`src/rtl/krld_pkg.sv`:
```
// krld_pkg: shared types and constants of the keyed rotation line decoder
// no dependencies; imported by every other file of the block
`timescale 1ns / 1ps
`default_nettype none

package krld_pkg;

    // sizes of the key alphabet and of the letter stack
    localparam int KEY_MAX   = 16;
    localparam int WORD_MAX  = 63;
    localparam int KEY_IDX_W = $clog2(KEY_MAX);
    localparam int LEN_W     = $clog2(KEY_MAX + 1);
    localparam int FILL_W    = $clog2(WORD_MAX + 1);
    localparam int ADDR_W    = 6;
    localparam int DATA_W    = 64;
    localparam int KEY_W     = 8 * (KEY_MAX / 2);

    // configuration register indexes, each at byte address 8 * index
    localparam logic [2:0] REG_KEY_LOW  = 3'd0;
    localparam logic [2:0] REG_KEY_HIGH = 3'd1;
    localparam logic [2:0] REG_KEY_LEN  = 3'd2;
    localparam logic [2:0] REG_SHIFT    = 3'd3;
    localparam logic [2:0] REG_DECODE   = 3'd4;

    typedef struct packed {
        logic [7:0] in_byte;
        logic       chunk_end;
    } in_word_t;

    typedef struct packed {
        logic [7:0] out_byte;
        logic       out_chunk_end;
    } out_word_t;

    // controller to datapath
    typedef struct packed {
        logic load_in;
        logic load_sub;
        logic push;
        logic pop_rd;
        logic out_load;
        logic out_sel_pop;
        logic out_last;
    } dp_cmd_t;

    // datapath and top level to controller
    typedef struct packed {
        logic cfg_busy;
        logic decode;
        logic is_letter;
        logic chunk_end;
        logic fill_zero;
        logic fill_last;
        logic out_free;
    } dp_status_t;

endpackage

`default_nettype wire

```
`src/rtl/krld_mod.sv`:
```
// krld_mod: reduces the signed shift, negated when decoding, into 0..len-1, one quotient bit a cycle
// depends on krld_pkg
`timescale 1ns / 1ps
`default_nettype none

module krld_mod import krld_pkg::*; (
    input  wire logic                 aclk,
    input  wire logic                 aresetn,
    input  wire logic                 start,
    input  wire logic [15:0]          shift_amount,
    input  wire logic                 decode,
    input  wire logic [LEN_W-1:0]     len,
    output logic                      busy,
    output logic [KEY_IDX_W-1:0]      reduced
);

    logic                 busy_reg, busy_next;
    logic [3:0]           cnt_reg, cnt_next;
    logic [15:0]          mag_reg, mag_next;
    logic                 neg_reg, neg_next;
    logic [KEY_IDX_W-1:0] rem_reg, rem_next;
    logic [KEY_IDX_W-1:0] red_reg, red_next;

    logic [16:0]          s_ext;
    logic [16:0]          s_val;
    logic [16:0]          s_mag;
    logic [LEN_W-1:0]     trial;
    logic [LEN_W-1:0]     rem_step;
    logic [LEN_W-1:0]     fixed;

    always_comb begin
        s_ext = {shift_amount[15], shift_amount};
        s_val = decode ? (17'd0 - s_ext) : s_ext;
        s_mag = s_val[16] ? (17'd0 - s_val) : s_val;

        // restoring step: bring down next magnitude bit
        trial    = {rem_reg, mag_reg[15]};
        rem_step = (trial >= len) ? (trial - len) : trial;
        if (len == '0) begin
            fixed = '0;
        end else if (neg_reg && (rem_step != '0)) begin
            fixed = len - rem_step;
        end else begin
            fixed = rem_step;
        end

        busy_next = busy_reg;
        cnt_next  = cnt_reg;
        mag_next  = mag_reg;
        neg_next  = neg_reg;
        rem_next  = rem_reg;
        red_next  = red_reg;
        if (start) begin
            busy_next = 1'b1;
            cnt_next  = 4'd15;
            mag_next  = s_mag[15:0];
            neg_next  = s_val[16];
            rem_next  = '0;
        end else if (busy_reg) begin
            mag_next = {mag_reg[14:0], 1'b0};
            rem_next = rem_step[KEY_IDX_W-1:0];
            cnt_next = cnt_reg - 4'd1;
            if (cnt_reg == 4'd0) begin
                busy_next = 1'b0;
                red_next  = fixed[KEY_IDX_W-1:0];
            end
        end
    end

    always_ff @(posedge aclk) begin
        if (!aresetn) begin
            busy_reg <= 1'b0;
            red_reg  <= '0;
        end else begin
            busy_reg <= busy_next;
            red_reg  <= red_next;
        end
        cnt_reg <= cnt_next;
        mag_reg <= mag_next;
        neg_reg <= neg_next;
        rem_reg <= rem_next;
    end

    assign busy    = busy_reg;
    assign reduced = red_reg;

endmodule

`default_nettype wire

```
`src/rtl/krld_dp.sv`:
```
// krld_dp: datapath with input word, key substitution, letter stack and output register
// depends on krld_pkg
`timescale 1ns / 1ps
`default_nettype none

module krld_dp import krld_pkg::*; (
    input  wire logic                 aclk,
    input  wire logic                 aresetn,
    input  wire dp_cmd_t              cmd,
    input  wire in_word_t             s_data,
    input  wire logic [KEY_W-1:0]     key_low,
    input  wire logic [KEY_W-1:0]     key_high,
    input  wire logic [LEN_W-1:0]     len,
    input  wire logic [KEY_IDX_W-1:0] reduced,
    output logic                      is_letter,
    output logic                      chunk_end,
    output logic                      fill_zero,
    output logic                      fill_last,
    output logic                      out_free,
    output logic                      m_valid,
    input  wire logic                 m_ready,
    output out_word_t                 m_data
);

    localparam logic [7:0] CH_LA = 8'h61;
    localparam logic [7:0] CH_LZ = 8'h7a;
    localparam logic [7:0] CH_UA = 8'h41;
    localparam logic [7:0] CH_UZ = 8'h5a;

    in_word_t             in_reg;
    logic [7:0]           c_reg;
    logic [FILL_W-1:0]    fill_reg, fill_next;
    logic [7:0]           rd_reg;
    logic                 m_valid_reg, m_valid_next;
    out_word_t            m_data_reg;

    logic [7:0]           word_mem [WORD_MAX];

    logic [2*KEY_W-1:0]   key_flat;
    logic [7:0]           key_arr [KEY_MAX];
    logic                 found;
    logic [KEY_IDX_W-1:0] hit_idx;
    logic [LEN_W-1:0]     rot_idx;
    logic [7:0]           sub_byte;

    // first matching key slot, then rotate by the reduced shift
    always_comb begin
        key_flat = {key_high, key_low};
        for (int k = 0; k < KEY_MAX; k++) begin
            key_arr[k] = key_flat[8*k +: 8];
        end
        found   = 1'b0;
        hit_idx = '0;
        for (int k = KEY_MAX - 1; k >= 0; k--) begin
            if ((LEN_W'(k) < len) && (key_arr[k] == in_reg.in_byte)) begin
                found   = 1'b1;
                hit_idx = KEY_IDX_W'(k);
            end
        end
        rot_idx = {1'b0, hit_idx} + {1'b0, reduced};
        if (rot_idx >= len) begin
            rot_idx = rot_idx - len;
        end
        sub_byte = found ? key_arr[rot_idx[KEY_IDX_W-1:0]] : in_reg.in_byte;
    end

    always_comb begin
        fill_next = fill_reg;
        if (cmd.push) begin
            fill_next = fill_reg + FILL_W'(1);
        end else if (cmd.pop_rd) begin
            fill_next = fill_reg - FILL_W'(1);
        end
        m_valid_next = m_valid_reg;
        if (cmd.out_load) begin
            m_valid_next = 1'b1;
        end else if (m_ready) begin
            m_valid_next = 1'b0;
        end
    end

    always_ff @(posedge aclk) begin
        if (!aresetn) begin
            fill_reg    <= '0;
            m_valid_reg <= 1'b0;
        end else begin
            fill_reg    <= fill_next;
            m_valid_reg <= m_valid_next;
        end
        if (cmd.load_in) begin
            in_reg <= s_data;
        end
        if (cmd.load_sub) begin
            c_reg <= sub_byte;
        end
        if (cmd.out_load) begin
            m_data_reg.out_byte      <= cmd.out_sel_pop ? rd_reg : c_reg;
            m_data_reg.out_chunk_end <= cmd.out_last;
        end
    end

    // letter stack, top entry at fill - 1
    always_ff @(posedge aclk) begin
        if (cmd.push) begin
            word_mem[fill_reg] <= c_reg;
        end
        if (cmd.pop_rd) begin
            rd_reg <= word_mem[fill_reg - FILL_W'(1)];
        end
    end

    assign is_letter = ((c_reg >= CH_LA) && (c_reg <= CH_LZ))
                    || ((c_reg >= CH_UA) && (c_reg <= CH_UZ));
    assign chunk_end = in_reg.chunk_end;
    assign fill_zero = (fill_reg == '0);
    assign fill_last = (fill_reg == FILL_W'(WORD_MAX - 1));
    assign out_free  = !m_valid_reg || m_ready;
    assign m_valid   = m_valid_reg;
    assign m_data    = m_data_reg;

endmodule

`default_nettype wire

```
`src/rtl/krld_ctrl.sv`:
```
// krld_ctrl: sequencing state machine for accept, substitute, push, flush and emit
// depends on krld_pkg
`timescale 1ns / 1ps
`default_nettype none

module krld_ctrl import krld_pkg::*; (
    input  wire logic       aclk,
    input  wire logic       aresetn,
    input  wire logic       s_valid,
    output logic            s_ready,
    input  wire dp_status_t st,
    output dp_cmd_t         cmd
);

    localparam logic [2:0] ST_IDLE   = 3'd0;
    localparam logic [2:0] ST_SUB    = 3'd1;
    localparam logic [2:0] ST_DECIDE = 3'd2;
    localparam logic [2:0] ST_POP_RD = 3'd3;
    localparam logic [2:0] ST_POP_WR = 3'd4;
    localparam logic [2:0] ST_EMIT   = 3'd5;

    logic [2:0] state_reg, state_next;
    logic       flush_last_reg, flush_last_next;
    logic       after_emit_reg, after_emit_next;

    always_comb begin
        state_next      = state_reg;
        flush_last_next = flush_last_reg;
        after_emit_next = after_emit_reg;
        cmd             = '0;
        s_ready         = 1'b0;
        unique case (state_reg)
            ST_IDLE: begin
                s_ready = !st.cfg_busy;
                if (s_valid && !st.cfg_busy) begin
                    cmd.load_in = 1'b1;
                    state_next  = ST_SUB;
                end
            end
            ST_SUB: begin
                cmd.load_sub = 1'b1;
                state_next   = ST_DECIDE;
            end
            ST_DECIDE: begin
                if (!st.decode || !st.is_letter) begin
                    // pending letters go out before this word
                    if (!st.fill_zero) begin
                        flush_last_next = 1'b0;
                        after_emit_next = 1'b1;
                        state_next      = ST_POP_RD;
                    end else begin
                        state_next = ST_EMIT;
                    end
                end else begin
                    cmd.push = 1'b1;
                    if (st.fill_last || st.chunk_end) begin
                        flush_last_next = st.chunk_end;
                        after_emit_next = 1'b0;
                        state_next      = ST_POP_RD;
                    end else begin
                        state_next = ST_IDLE;
                    end
                end
            end
            ST_POP_RD: begin
                cmd.pop_rd = 1'b1;
                state_next = ST_POP_WR;
            end
            ST_POP_WR: begin
                if (st.out_free) begin
                    cmd.out_load    = 1'b1;
                    cmd.out_sel_pop = 1'b1;
                    cmd.out_last    = st.fill_zero && flush_last_reg;
                    if (!st.fill_zero) begin
                        state_next = ST_POP_RD;
                    end else if (after_emit_reg) begin
                        state_next = ST_EMIT;
                    end else begin
                        state_next = ST_IDLE;
                    end
                end
            end
            ST_EMIT: begin
                if (st.out_free) begin
                    cmd.out_load = 1'b1;
                    cmd.out_last = st.chunk_end;
                    state_next   = ST_IDLE;
                end
            end
            default: begin
                state_next = ST_IDLE;
            end
        endcase
    end

    always_ff @(posedge aclk) begin
        if (!aresetn) begin
            state_reg      <= ST_IDLE;
            flush_last_reg <= 1'b0;
            after_emit_reg <= 1'b0;
        end else begin
            state_reg      <= state_next;
            flush_last_reg <= flush_last_next;
            after_emit_reg <= after_emit_next;
        end
    end

endmodule

`default_nettype wire

```
`src/rtl/keyed_rotation_line_decoder.sv`:
```
// keyed_rotation_line_decoder: top level with register file, shift reduction,
// controller and datapath; depends on krld_pkg, krld_mod, krld_ctrl, krld_dp
`timescale 1ns / 1ps
`default_nettype none

// Substitutes each incoming text word through a keyed alphabet of up to 16
// characters (first match in the key wins, rotated by the reduced shift; bytes
// not in the key pass as they are). With decode_mode set the shift is negated
// and every run of ASCII letters comes out reversed: letters are stacked in a
// 63-entry memory and popped when a non-letter, a chunk end or a full stack
// ends the run. An accepted word passes the states accept, substitute and
// decide, plus emit when it is not stacked; each stacked letter then passes
// a pop read and a pop write state, as the stack memory has one registered
// read port. The output register lets the next word be taken while a result
// still waits. After a write to any of the five registers the shift is
// reduced modulo the key length by a bit-serial divider, during which s_ready
// is low. Registers are 64 bits at byte addresses 0x00 key_chars_low, 0x08
// key_chars_high, 0x10 key_length, 0x18 shift_amount, 0x20 decode_mode.
module keyed_rotation_line_decoder import krld_pkg::*; (
    input  wire logic              aclk,
    input  wire logic              aresetn,
    // text words in
    input  wire logic              s_valid,
    output logic                   s_ready,
    input  wire in_word_t          s_data,
    // text words out
    output logic                   m_valid,
    input  wire logic              m_ready,
    output out_word_t              m_data,
    // apb register port
    input  wire logic              psel,
    input  wire logic              penable,
    input  wire logic              pwrite,
    input  wire logic [ADDR_W-1:0] paddr,
    input  wire logic [DATA_W-1:0] pwdata,
    output logic [DATA_W-1:0]      prdata,
    output logic                   pready
);

    // configuration registers
    logic [KEY_W-1:0]     key_low_reg;
    logic [KEY_W-1:0]     key_high_reg;
    logic [LEN_W-1:0]     key_len_reg;
    logic [15:0]          shift_reg;
    logic                 decode_reg;
    logic                 upd_reg;

    logic [2:0]           reg_idx;
    logic                 wr_en;
    logic [LEN_W-1:0]     eff_len;
    logic                 mod_busy;
    logic [KEY_IDX_W-1:0] reduced;

    dp_cmd_t              cmd;
    dp_status_t           st;
    logic                 is_letter;
    logic                 chunk_end;
    logic                 fill_zero;
    logic                 fill_last;
    logic                 out_free;

    assign reg_idx = paddr[ADDR_W-1:3];
    assign wr_en   = psel && penable && pwrite;
    assign pready  = 1'b1;

    always_ff @(posedge aclk) begin
        if (!aresetn) begin
            key_low_reg  <= '0;
            key_high_reg <= '0;
            key_len_reg  <= LEN_W'(1);
            shift_reg    <= '0;
            decode_reg   <= 1'b1;
            upd_reg      <= 1'b0;
        end else begin
            // restart the shift reduction in the cycle after a write lands
            upd_reg <= wr_en && (reg_idx <= REG_DECODE);
            if (wr_en) begin
                case (reg_idx)
                    REG_KEY_LOW:  key_low_reg  <= pwdata;
                    REG_KEY_HIGH: key_high_reg <= pwdata;
                    REG_KEY_LEN:  key_len_reg  <= pwdata[LEN_W-1:0];
                    REG_SHIFT:    shift_reg    <= pwdata[15:0];
                    REG_DECODE:   decode_reg   <= pwdata[0];
                    default: begin
                    end
                endcase
            end
        end
    end

    // register readback
    always_comb begin
        unique case (reg_idx)
            REG_KEY_LOW:  prdata = key_low_reg;
            REG_KEY_HIGH: prdata = key_high_reg;
            REG_KEY_LEN:  prdata = {{(DATA_W-LEN_W){1'b0}}, key_len_reg};
            REG_SHIFT:    prdata = {{(DATA_W-16){1'b0}}, shift_reg};
            REG_DECODE:   prdata = {{(DATA_W-1){1'b0}}, decode_reg};
            default:      prdata = '0;
        endcase
    end

    // key lengths above the alphabet size saturate
    assign eff_len = (key_len_reg > LEN_W'(KEY_MAX)) ? LEN_W'(KEY_MAX) : key_len_reg;

    krld_mod u_mod (
        .aclk         (aclk),
        .aresetn      (aresetn),
        .start        (upd_reg),
        .shift_amount (shift_reg),
        .decode       (decode_reg),
        .len          (eff_len),
        .busy         (mod_busy),
        .reduced      (reduced)
    );

    // status gathered for the controller
    always_comb begin
        st.cfg_busy  = upd_reg || mod_busy;
        st.decode    = decode_reg;
        st.is_letter = is_letter;
        st.chunk_end = chunk_end;
        st.fill_zero = fill_zero;
        st.fill_last = fill_last;
        st.out_free  = out_free;
    end

    krld_ctrl u_ctrl (
        .aclk    (aclk),
        .aresetn (aresetn),
        .s_valid (s_valid),
        .s_ready (s_ready),
        .st      (st),
        .cmd     (cmd)
    );

    krld_dp u_dp (
        .aclk      (aclk),
        .aresetn   (aresetn),
        .cmd       (cmd),
        .s_data    (s_data),
        .key_low   (key_low_reg),
        .key_high  (key_high_reg),
        .len       (eff_len),
        .reduced   (reduced),
        .is_letter (is_letter),
        .chunk_end (chunk_end),
        .fill_zero (fill_zero),
        .fill_last (fill_last),
        .out_free  (out_free),
        .m_valid   (m_valid),
        .m_ready   (m_ready),
        .m_data    (m_data)
    );

endmodule

`default_nettype wire

```
`config.mk`:
```
export PLATFORM = sky130hd
export DESIGN_NAME = keyed_rotation_line_decoder
export DESIGN_NICKNAME = d
export VERILOG_FILES = /design/src/rtl/krld_pkg.sv /design/src/rtl/krld_mod.sv /design/src/rtl/krld_dp.sv /design/src/rtl/krld_ctrl.sv /design/src/rtl/keyed_rotation_line_decoder.sv
export SDC_FILE = /design/constraint.sdc
export NUM_CORES = 1
export LEC_CHECK = 0
export BUFFER_PORTS_ARGS = -buffer_cell sky130_fd_sc_hd__clkbuf_2
export CORE_MARGIN = 2
export CORE_UTILIZATION = 50
export CTS_CLUSTER_SIZE = 24
export DETAILED_ROUTE_END_ITERATION = 16
export PLACE_DENSITY = 0.67
export SETUP_SLACK_MARGIN = 0.15
export SLEW_MARGIN = 20
export SYNTH_ARGS = -nofsm -noshare
export SYNTH_HDL_FRONTEND = slang
export SYNTH_SLANG_ARGS = --single-unit
```
`constraint.sdc`:
```
create_clock -name aclk -period 7.5 [get_ports aclk]
set_input_delay 0.75 -clock aclk [delete_from_list [all_inputs] [get_ports aclk]]
set_output_delay 0.75 -clock aclk [all_outputs]
set_load 0.01 [all_outputs]
```
==> After elaboration in Yosys (flattened, before gate mapping) <==
Memory sizes are Yosys's and may differ from the RTL's. A register that Yosys moved wholly into a read port is not among the register bits.
Index checks and enable logic that the tools add are counted.
{ "totals": {"ram_bits": 504, "latch_bits": 0, "wordCells": 224, "in_bits": 86, "romBits": 0, "ff_bits": 219, "memories": 1} }
{ "op_classes": {"bitwise": 2, "n_mul": 0, "magnitude_cmp": 25, "mux": 84, "n_eq_ne": 30, "n_shift": 0, "add_sub_neg": 9, "n_reduce_logical": 51, "n_div": 0} }
{ "memory_table": {"columns": ["memory", "words", "width", "read_ports", "rd_ports_with_merged_regs", "wr", "line_no", "text"], "rows": [
  ["u_dp.word_mem", 63, 8, 1, 1, 1, "krld_dp.sv:37", "logic [7:0] word_mem [WORD_MAX];"]
]} }
{ "ops": {"columns": ["op", "n"], "rows": [
  ["one-hot mux 64 bit (5 select lines)", 1],
  ["== test 8 bit", 16],
  ["two-way mux 4 bit", 19],
  ["two-way mux 16 bit", 3],
  ["less-than comparator 4 x 5 -> 1 bit, first input constant", 8],
  ["two-way mux 1 bit", 39],
  ["binary-select mux 8 bit (select 4 bit)", 1],
  ["two-way mux 8 bit", 4],
  ["logical AND 1 bit", 24],
  ["two-way mux 3 bit", 8],
  ["less-than comparator 3 x 5 -> 1 bit, first input constant", 4],
  ["one-hot mux 3 bit (6 select lines)", 1],
  ["two-way mux 17 bit", 1],
  ["subtractor 1 x 16 -> 17 bit, first input constant", 1],
  ["greater-or-equal comparator 8 x 7 -> 1 bit, second input constant", 2],
  ["less-or-equal comparator 8 x 7 -> 1 bit, second input constant", 2],
  ["subtractor 1 x 16 -> 16 bit, first input constant", 1],
  ["== test 3 x 2 -> 1 bit, second input constant", 4],
  ["two-way mux 6 bit", 2],
  ["greater-or-equal comparator 5 bit", 2],
  ["less-than comparator 1 x 5 -> 1 bit, first input constant", 2],
  ["less-than comparator 2 x 5 -> 1 bit, first input constant", 2],
  ["two-way mux 5 bit", 2],
  ["AND reduction 2 bit", 5],
  ["27 further kinds", 47]
]} }

==> Depth between registers and ports, before layout <==
Gate-level depths: netlist of run 1.
{ "logic_depth": {"word_depth": 28, "depth_mapped": 25, "mapped_depth_nobuf": 21} }

==> Modules after synthesis <==
Synthesis of run 1 repeated with hierarchy kept, for this count alone.
{ "unflattened": {"cells_unflattened": 2426, "hier_area_um2": 34261.6} }
{ "modules_own_cells": {"columns": ["module", "cells_per_inst", "seq_area_each_um2", "area_each_um2", "n_inst"], "rows": [
  ["krld_dp", 1376, 16295.6, 24564.8, 1],
  ["keyed_rotation_line_decoder", 701, 3022.9, 6651.4, 1],
  ["krld_mod", 299, 770.7, 2641.3, 1],
  ["krld_ctrl", 50, 100.1, 404.1, 1]
]} }

==> Least setup slack after synthesis of run 1 <==
OpenSTA, ideal clock, no wires.
{ "synth_path": {"kind": "reg-to-reg", "start": "register u_dp.in_reg[3] (netlist bit)", "end": "register u_dp.c_reg[6] (data pin)", "t_arrival_ns": 4.853, "n_path_buf": 4, "t_required_ns": 7.213, "setup_time_ns": 0.287, "path_stages_with_launch": 24, "path_slack_ns": 2.359, "cell_sequence": "edfxtp_1 -> buf_2 -> buf_2 -> xor2_1 -> nor4_1 -> nand4_1 -> nand2b_1 -> a21bo_2 -> a21oi_1 -> nor3_1 -> o31ai_1 -> ha_1 -> fa_1 -> ha_1 -> and4_1 -> or3_1 -> o221a_2 -> nor2_1 -> buf_2 -> buf_4 -> mux2i_1 -> a22oi_1 -> nand3_1 -> o311ai_0"} }
{ "synth_via": {"elab_chain_cells": 26} }
{ "synth_rtl": {"columns": ["element", "line_no", "text"], "rows": [
  ["start: declaration", "krld_dp.sv:30", "in_word_t in_reg;"],
  ["start signal: assignment", "krld_dp.sv:91", "in_reg <= s_data;"],
  ["== test 8 bit", "krld_dp.sv:55", "if ((LEN_W'(k) < len) && (key_arr[k] == in_reg.in_byte)) begin"],
  ["logical AND 1 bit", "krld_dp.sv:55", null],
  ["two-way mux 4 bit (16 in series)", "krld_dp.sv:55", null],
  ["adder 4 x 4 -> 5 bit", "krld_dp.sv:60", "rot_idx = {1'b0, hit_idx} + {1'b0, reduced};"],
  ["subtractor 4 bit / greater-or-equal comparator 5 bit (equally long branches)", "krld_dp.sv:62, krld_dp.sv:61", null],
  ["two-way mux 4 bit", "krld_dp.sv:61", "if (rot_idx >= len) begin"],
  ["inverter 4 -> 5 bit (not written as such)", "krld_dp.sv:64", "sub_byte = found ? key_arr[rot_idx[KEY_IDX_W-1:0]] : in_reg.in_byte;"],
  ["binary-select mux 8 bit (select 4 bit)", "krld_dp.sv:64", null],
  ["two-way mux 8 bit (not written as such) (2 in series)", "krld_dp.sv:64", null],
  ["two-way mux 8 bit *", "krld_dp.sv:64", null],
  ["via u_dp.sub_byte[6]", "krld_dp.sv:44", "logic [7:0] sub_byte;"],
  ["end signal: assignment", "krld_dp.sv:94", "c_reg <= sub_byte;"],
  ["end: declaration", "krld_dp.sv:31", "logic [7:0] c_reg;"]
]} }
Mark *: on every way through the listed nets, which the timed path passes. The rest lies on a longest branch. The select of a mux whose other input is x is not followed.
A chain may end at the register's enable or synchronous reset.

==> Final worst setup path of run 1 <==
{ "layout_path": {"start": "register u_dp.in_reg[4] (netlist bit)", "end": "register u_dp.c_reg[4] (data pin)"} }
The elaborated chain is that of the path after synthesis.

==> results.json, run 1 <==
{
  "synth_flop_cell": "edfxtp_1",
  "p_leak_nw": 12.5,
  "timing.setup.tns_ns": 0,
  "antenna_found_initial": 0,
  "die_h_um": 264,
  "fin_worst_skew_ns": 0.0326,
  "p_total_w": 0.00908,
  "area_growth_pct": 12.0,
  "cts-root-buf": "clkbuf_16",
  "pre_cts_ws_ns": 0.950,
  "yosysWarningCount": 0,
  "fmax_ghz": 0.149,
  "ys_seq_area_share_pct": 59.9,
  "hold_buffers": 0,
  "syn_nets": 2593,
  "dieArea_mm2": 0.0695,
  "avgRoutedWirePerCell_um": 25.2,
  "routed_wl_mm": 88.9,
  "synthesis.area_mm2": 0.0337,
  "syn_inst": 2482,
  "ys_types": 77,
  "cts_buffers": 74,
  "async_flop_share_pct": 0,
  "clock_path_buffers": 3,
  "finalCritPeriodShare_pct": 89.5,
  "slew_viol_final": 0,
  "tightest_slew_ns": 1.11,
  "setup.worst_path.start_class": "flop",
  "dr_total_vias": 21500,
  "seqPwrFrac_pct": 49.6,
  "viasPerCell": 6.08,
  "arrival_ns": 7.03,
  "ir_drop_mv": 0.241,
  "worstSetupPathDepth": 20,
  "cts_tree": "yes",
  "fin_crit_ns": 6.71,
  "max-slew-margin-rel_pct": 25.7,
  "cap_violations": 0,
  "clk_pin_slew_ns": 0.06,
  "avgSynthCellArea_um2": 13.6,
  "swShare_pct": 24.0,
  "hold_path_class": "primary input to flop",
  "ant_nets": 0,
  "grt_start_max_net_pins": 109,
  "pwr-share-clk_pct": 40.3,
  "gr-usage-all-layers_pct": 25.4,
  "cts_setup_buffers": 0,
  "cp-end-kind": "flop",
  "worstReg2RegEnd": "u_dp.c_reg[4]",
  "p_comb_share_pct": 10.1,
  "port_buffers": 157,
  "grt_pass1_wl_mm": 133,
  "status": "finished, final reports clean",
  "utilization_pct": 56.4,
  "antenna_cells_inserted": 0,
  "largest_register_ffs": 504,
  "internal_power_w": 0.00690,
  "r2r_cells": 20,
  "drc": 0,
  "io_pins": 162,
  "worstPathMaxFanout": 15,
  "netSwitchingPower_w": 0.00218,
  "start_util_pct": 50.4,
  "synth_edf_count": 555,
  "finalHoldViolations": 0,
  "critPathRequiredTime_ns": 7.82,
  "rr_startpoint": "u_dp.in_reg[4]",
  "hpwl_mm": 58.7,
  "grt-ovfl-total": 0,
  "rsz0062_at_grt": "false",
  "insertion_delay_ns": 0.64,
  "fp.dieW_um": 264,
  "post_cts_resized": 0,
  "crit_family": "simple AND/OR/NAND/NOR gates",
  "setup_ws_ns": 0.788,
  "setup.worst_path.class": "flop to flop",
  "grt_pass1_vias": 21100,
  "gp_congestion": 0.958,
  "rows": 95,
  "clock-sinks": 731,
  "rrSetupSlack_ns": 0.79,
  "first_iter_violations": 1960,
  "crit_start": "u_dp.in_reg[4]",
  "critPathSlowestCell": "edfxtp_1",
  "slowest_delay_ns": 0.60,
  "ys_ff_latch": 731,
  "crit_path_end": "u_dp.c_reg[4]",
  "powerDensity_mw_per_mm2": 240,
  "core_mm2": 0.0669,
  "firstDrtPassIters": 5,
  "cts.htree.levels": 3,
  "crit_chain": "buf_4, xor2_1, nor4_1, nand4_1, nand2b_1, a21bo_2, a21oi_1, nor3_1, o31ai_1, ha_1, fa_1, ha_1, and4_1, or3_1, o221a_2, nor2_4, and2_1, a32oi_1, a32oi_1, o21ai_0",
  "hold_ws_ns": 0.329,
  "layout-drive-gt1-share_pct": 20.0,
  "crit_buf_inv": 1,
  "finalNetCount": 2712,
  "finalSetupViolCount": 0
}
## through the flow
| stage | cells | instance area, µm² |
|---|---|---|
| after floorplan | 2482 | 33700 |
| final | 3532 | 37800 |
| after CTS | 3530 | 37700 |
| after global routing | 3532 | 37800 |
| after detailed placement | 3396 | 35300 |
| after global placement | 3396 | 35300 |
## synth_stat cells (16+ instances only)
library cell	n	area share, %
inv_1	25	0.28
mux2i_1	105	3.1
nor3_1	19	0.28
edfxtp_1	555	49
nand4_1	21	0.39
a22o_1	50	1.3
nand2_1	375	4.2
mux4_2	163	11
mux2_2	22	0.73
nor2b_1	20	0.37
o21ai_0	27	0.40
buf_1	17	0.19
xor2_1	94	2.4
dfxtp_1	176	10
a32oi_1	18	0.47
clkbuf_1	103	1.1
a21oi_1	47	0.70
nand2b_1	16	0.30
ha_1	22	0.82
xnor2_1	79	2.1
buf_2	31	0.46
nand3_1	23	0.34
nor2_1	146	1.6
a21boi_0	149	3.3
## layout make-up
class	count	area (µm²)
fill	5366	29100
sequential	731	20200
multi-input combinational	1562	12800
clock buffer	98	2070
timing repair buffer	207	1170
tap	873	1090
clock inverter	36	359
inverter	25	93.8
## power groups by stage
stage | Sequential [W] | Combinational, W | Clock [W]
floorplan | 0.00459 | 0.000611 | 0
global placement | 0.00459 | 0.000883 | 0
detailed placement | 0.00459 | 0.000909 | 0
CTS | 0.00450 | 0.000914 | 0.00372
global route | 0.00450 | 0.000992 | 0.00387
finish | 0.00450 | 0.000920 | 0.00366
## logic make-up after synthesis
logic type	synth area share, %
compound gates	8.10
xor+xnor	4.54
fa+ha+maj	0.994
buf+inv	2.45
flops	59.9
mux	14.9
other cells	0.0111
simple gates	9.18
## routing by layer
metal / track usage, % / up-vias / part of all wire [%]
met1: 34.3 / 11000 / 41
met4: 8.80 / 0 / 3.3
li1: - / 9536 / -
met2: 42.4 / 846 / 49
met3: 3.84 / 148 / 6.5
met5: 0 / - / 0
## layout by cell type, fill, tap and decap left out, types with 20 or more instances in the layout
master     Yosys  layout
nor2b_1       20      20
a21oi_1       47      47
dfxtp_1      176     175
o21ai_0       27      27
inv_1         25      25
clkbuf_16      0      78
a21boi_0     149     149
xor2_1        94      93
clkbuf_2       0     156
ha_1          22      21
mux2i_1      105     105
buf_4          4      49
mux2_2        22      22
mux4_2       163     163
a22o_1        50      50
nand3_1       23      23
nor2_1       146     145
xnor2_1       79      78
nand4_1       21      21
edfxtp_1     555     555
nand2_1      375     373
## worst min-delay path by stage
| stage | slack [ns] | end | cells after the start | start |
|---|---|---|---|---|
| 6_report | 0.33 | u_dp.in_reg[3] | 1 | s_data[3] |
| 4_1_cts | 0.29 | u_dp.in_reg[3] | 1 | s_data[3] |
| 2_1_floorplan | 0.45 | u_mod.reduced[2] | 2 | u_mod.reduced[2] |
| 5_1_grt | 0.29 | u_dp.in_reg[3] | 1 | s_data[3] |
| 3_5_place_dp | 0.50 | u_mod.reduced[2] | 2 | u_mod.reduced[2] |
| 3_3_place_gp | 0.49 | u_mod.reduced[2] | 2 | u_mod.reduced[2] |
Note: power is estimated with default switching activity, not from simulation.
==> inputs of run 2 (changes only) <==
--- a/config.mk
+++ b/config.mk
@@ -5,12 +5,13 @@
 export SDC_FILE = /design/constraint.sdc
 export NUM_CORES = 1
 export LEC_CHECK = 0
-export BUFFER_PORTS_ARGS = -buffer_cell sky130_fd_sc_hd__clkbuf_2
+export ABC_AREA = 1
+export BUFFER_PORTS_ARGS = -buffer_cell sky130_fd_sc_hd__buf_4
 export CORE_MARGIN = 2
-export CORE_UTILIZATION = 50
+export CORE_UTILIZATION = 60
 export CTS_CLUSTER_SIZE = 24
 export DETAILED_ROUTE_END_ITERATION = 16
-export PLACE_DENSITY = 0.67
+export PLACE_DENSITY = 0.78
 export SETUP_SLACK_MARGIN = 0.15
 export SLEW_MARGIN = 20
 export SYNTH_ARGS = -nofsm -noshare
==> results.json, run 2 <==
{
  "synthTopCellsByCount": "555 x edfxtp_1, 472 x o21ai_0, 462 x nor2_1, 403 x nand2_1, 238 x inv_1",
  "hold_path_class": "primary input to flop",
  "worstPathMaxFanout": 28,
  "syn_nets": 3521,
  "clk_pin_slew_ns": 0.06,
  "clock_path_buffers": 3,
  "timing.setup.tns_ns": 0,
  "synth_flop_cell": "edfxtp_1",
  "tightest_slew_ns": 1.08,
  "cts_setup_buffers": 0,
  "viasPerCell": 6.38,
  "clock-sinks": 731,
  "firstDrtPassIters": 7,
  "cts-root-buf": "clkbuf_16",
  "antenna_cells_inserted": 0,
  "yosysTopAreaCell": "edfxtp_1",
  "fin_crit_ns": 6.48,
  "start_util_pct": 60.8,
  "slew_viol_final": 0,
  "grt_pass1_wl_mm": 152,
  "cts.htree.levels": 3,
  "gr-usage-all-layers_pct": 34.9,
  "fp.dieW_um": 241,
  "drc": 0,
  "finalNetCount": 3590,
  "setup.worst_path.class": "flop to flop",
  "cts_buffers": 76,
  "grt-ovfl-total": 0,
  "cap_violations": 0,
  "hpwl_mm": 65.4,
  "powerDensity_mw_per_mm2": 260,
  "dieArea_mm2": 0.0580,
  "ys_seq_area_share_pct": 60.0,
  "status": "finished, final reports clean",
  "synth_edf_count": 555,
  "finalHoldViolations": 0,
  "yosysMostFrequentCell": "edfxtp_1",
  "die_h_um": 241,
  "multi_input_area_mm2": 0.0116,
  "antenna_found_initial": 0,
  "slowest_delay_ns": 0.61,
  "io_pins": 162,
  "regArea_mm2": 0.0202,
  "yosysWarningCount": 0,
  "insertion_delay_ns": 0.64,
  "ir_drop_mv": 0.277,
  "ys_top_cells_by_area": "edfxtp_1 50%, dfxtp_1 10%, o21ai_0 7.0%, nor2_1 5.2%, nand2_1 4.5%",
  "critPathSlowestCell": "edfxtp_1",
  "cp-end-kind": "flop",
  "core_mm2": 0.0553,
  "cts_tree": "yes",
  "crit_path_frequent_cell": "nand2_1",
  "finalCritPeriodShare_pct": 86.5,
  "final_common_cell": "edfxtp_1",
  "post_cts_resized": 0,
  "rsz0062_at_grt": "false",
  "arrival_ns": 6.87,
  "avgRoutedWirePerCell_um": 23.9,
  "p_total_w": 0.00982,
  "critPathRequiredTime_ns": 7.89,
  "gp_congestion": 1.01,
  "port_buffers": 157,
  "ant_nets": 0,
  "async_flop_share_pct": 0,
  "post-synth-top-area-fraction_pct": 49.5,
  "synthesis.area_mm2": 0.0336,
  "fmax_ghz": 0.154,
  "layout-drive-gt1-share_pct": 10.3,
  "area_growth_pct": 12.5,
  "max-slew-margin-rel_pct": 27.6,
  "finalSetupViolCount": 0,
  "setup.worst_path.start_class": "flop",
  "ys_ff_latch": 731,
  "syn_inst": 3410,
  "layout_common_cells": "555 x edfxtp_1, 472 x o21ai_0, 462 x nor2_1",
  "postPlaceCellArea_mm2": 0.0353,
  "grt_pass1_vias": 26000,
  "first_iter_violations": 3374,
  "routed_wl_mm": 102,
  "dr_total_vias": 27300,
  "largest_register_ffs": 504,
  "ys_types": 58,
  "finalInstanceArea_mm2": 0.0378,
  "grt_start_max_net_pins": 121,
  "fill_cells": 4153,
  "hold_buffers": 0,
  "avgSynthCellArea_um2": 9.86,
  "p_leak_nw": 13.7,
  "rows": 86,
  "fin_worst_skew_ns": 0.0231
}
run 2: cell count changes after synthesis, moves of 105 or more:
cell,previous run,this run
a21boi_0,149,0
o21ai_0,27,472
nand3_1,23,148
a21oi_1,47,167
mux2i_1,105,0
inv_1,25,238
nor2_1,146,462
mux4_2,163,0
run 2: cells by family (layout without fill, tap and decap cells):
logic type | Yosys count | after routing | share of synthesized area, %
compound gates | 957 | 957 | 16.6
xor+xnor | 117 | 117 | 3.05
fa+ha+maj | 25 | 25 | 0.997
buf+inv | 466 | 594 | 5.52
flops | 731 | 731 | 60.0
mux | 5 | 5 | 0.167
other cells | 1 | 1 | 0.0111
simple gates | 1108 | 1108 | 13.7
run 2: power breakdown:
part	leakage [nW]	switching (W)	internal (W)	total, W
combinational	6.01	0.00101	0.000424	0.00144
clock	1.25	0.00160	0.00226	0.00386
sequential	6.42	0.0000545	0.00447	0.00453
total	13.7	0.00267	0.00716	0.00982
run 2: critical path, delay by kind of cell, from the launching register on:
family	cells	cell delay (ns)
compound gates	4	1.34
fa+ha+maj	3	0.76
simple gates	30	2.83
flops	1	0.61
buf+inv	3	0.67
run 2: worst paths after layout:
kind                               from               endpoint  slack [ns]  cells past startpoint
hold / removal                s_data[1]         u_dp.in_reg[1]        0.30                      1
hold reg to reg   u_ctrl.flush_last_reg  u_ctrl.flush_last_reg        0.48                      2
setup / recovery         u_dp.in_reg[3]          u_dp.c_reg[4]        1.02                     40
setup reg to reg         u_dp.in_reg[3]          u_dp.c_reg[4]        1.02                     40
run 2: final cells by class:
| class | instances | share of cell area, % |
|---|---|---|
| Clock inverter | 39 | 1.21 |
| Clock buffer | 98 | 5.52 |
| Multi-Input combinational cell | 2213 | 30.7 |
| Tap cell | 748 | 2.47 |
| Sequential cell | 731 | 53.4 |
| Inverter | 252 | 2.52 |
| Timing Repair Buffer | 205 | 4.19 |
run 2: layer usage:
metal  global-route usage [%]  wire length [µm]
met3                     6.28              9740
met4                     18.3              5650
met5                        0                 0
met2                     57.0             48800
met1                     44.7             38300
run 2: metrics by stage:
stage | std cells | hold WS (ns) | util, % | setup slack [ns]
5_1_grt | 4286 | 0.280 | 68.4 | 0.570
3_3_place_gp | 4149 | 0.450 | 63.8 | 1.33
3_5_place_dp | 4149 | 0.462 | 63.8 | 1.22
2_1_floorplan | 3410 | 0.440 | - | 3.03
4_1_cts | 4286 | 0.268 | 68.4 | 1.20
6_report | 4286 | 0.297 | 68.4 | 1.02
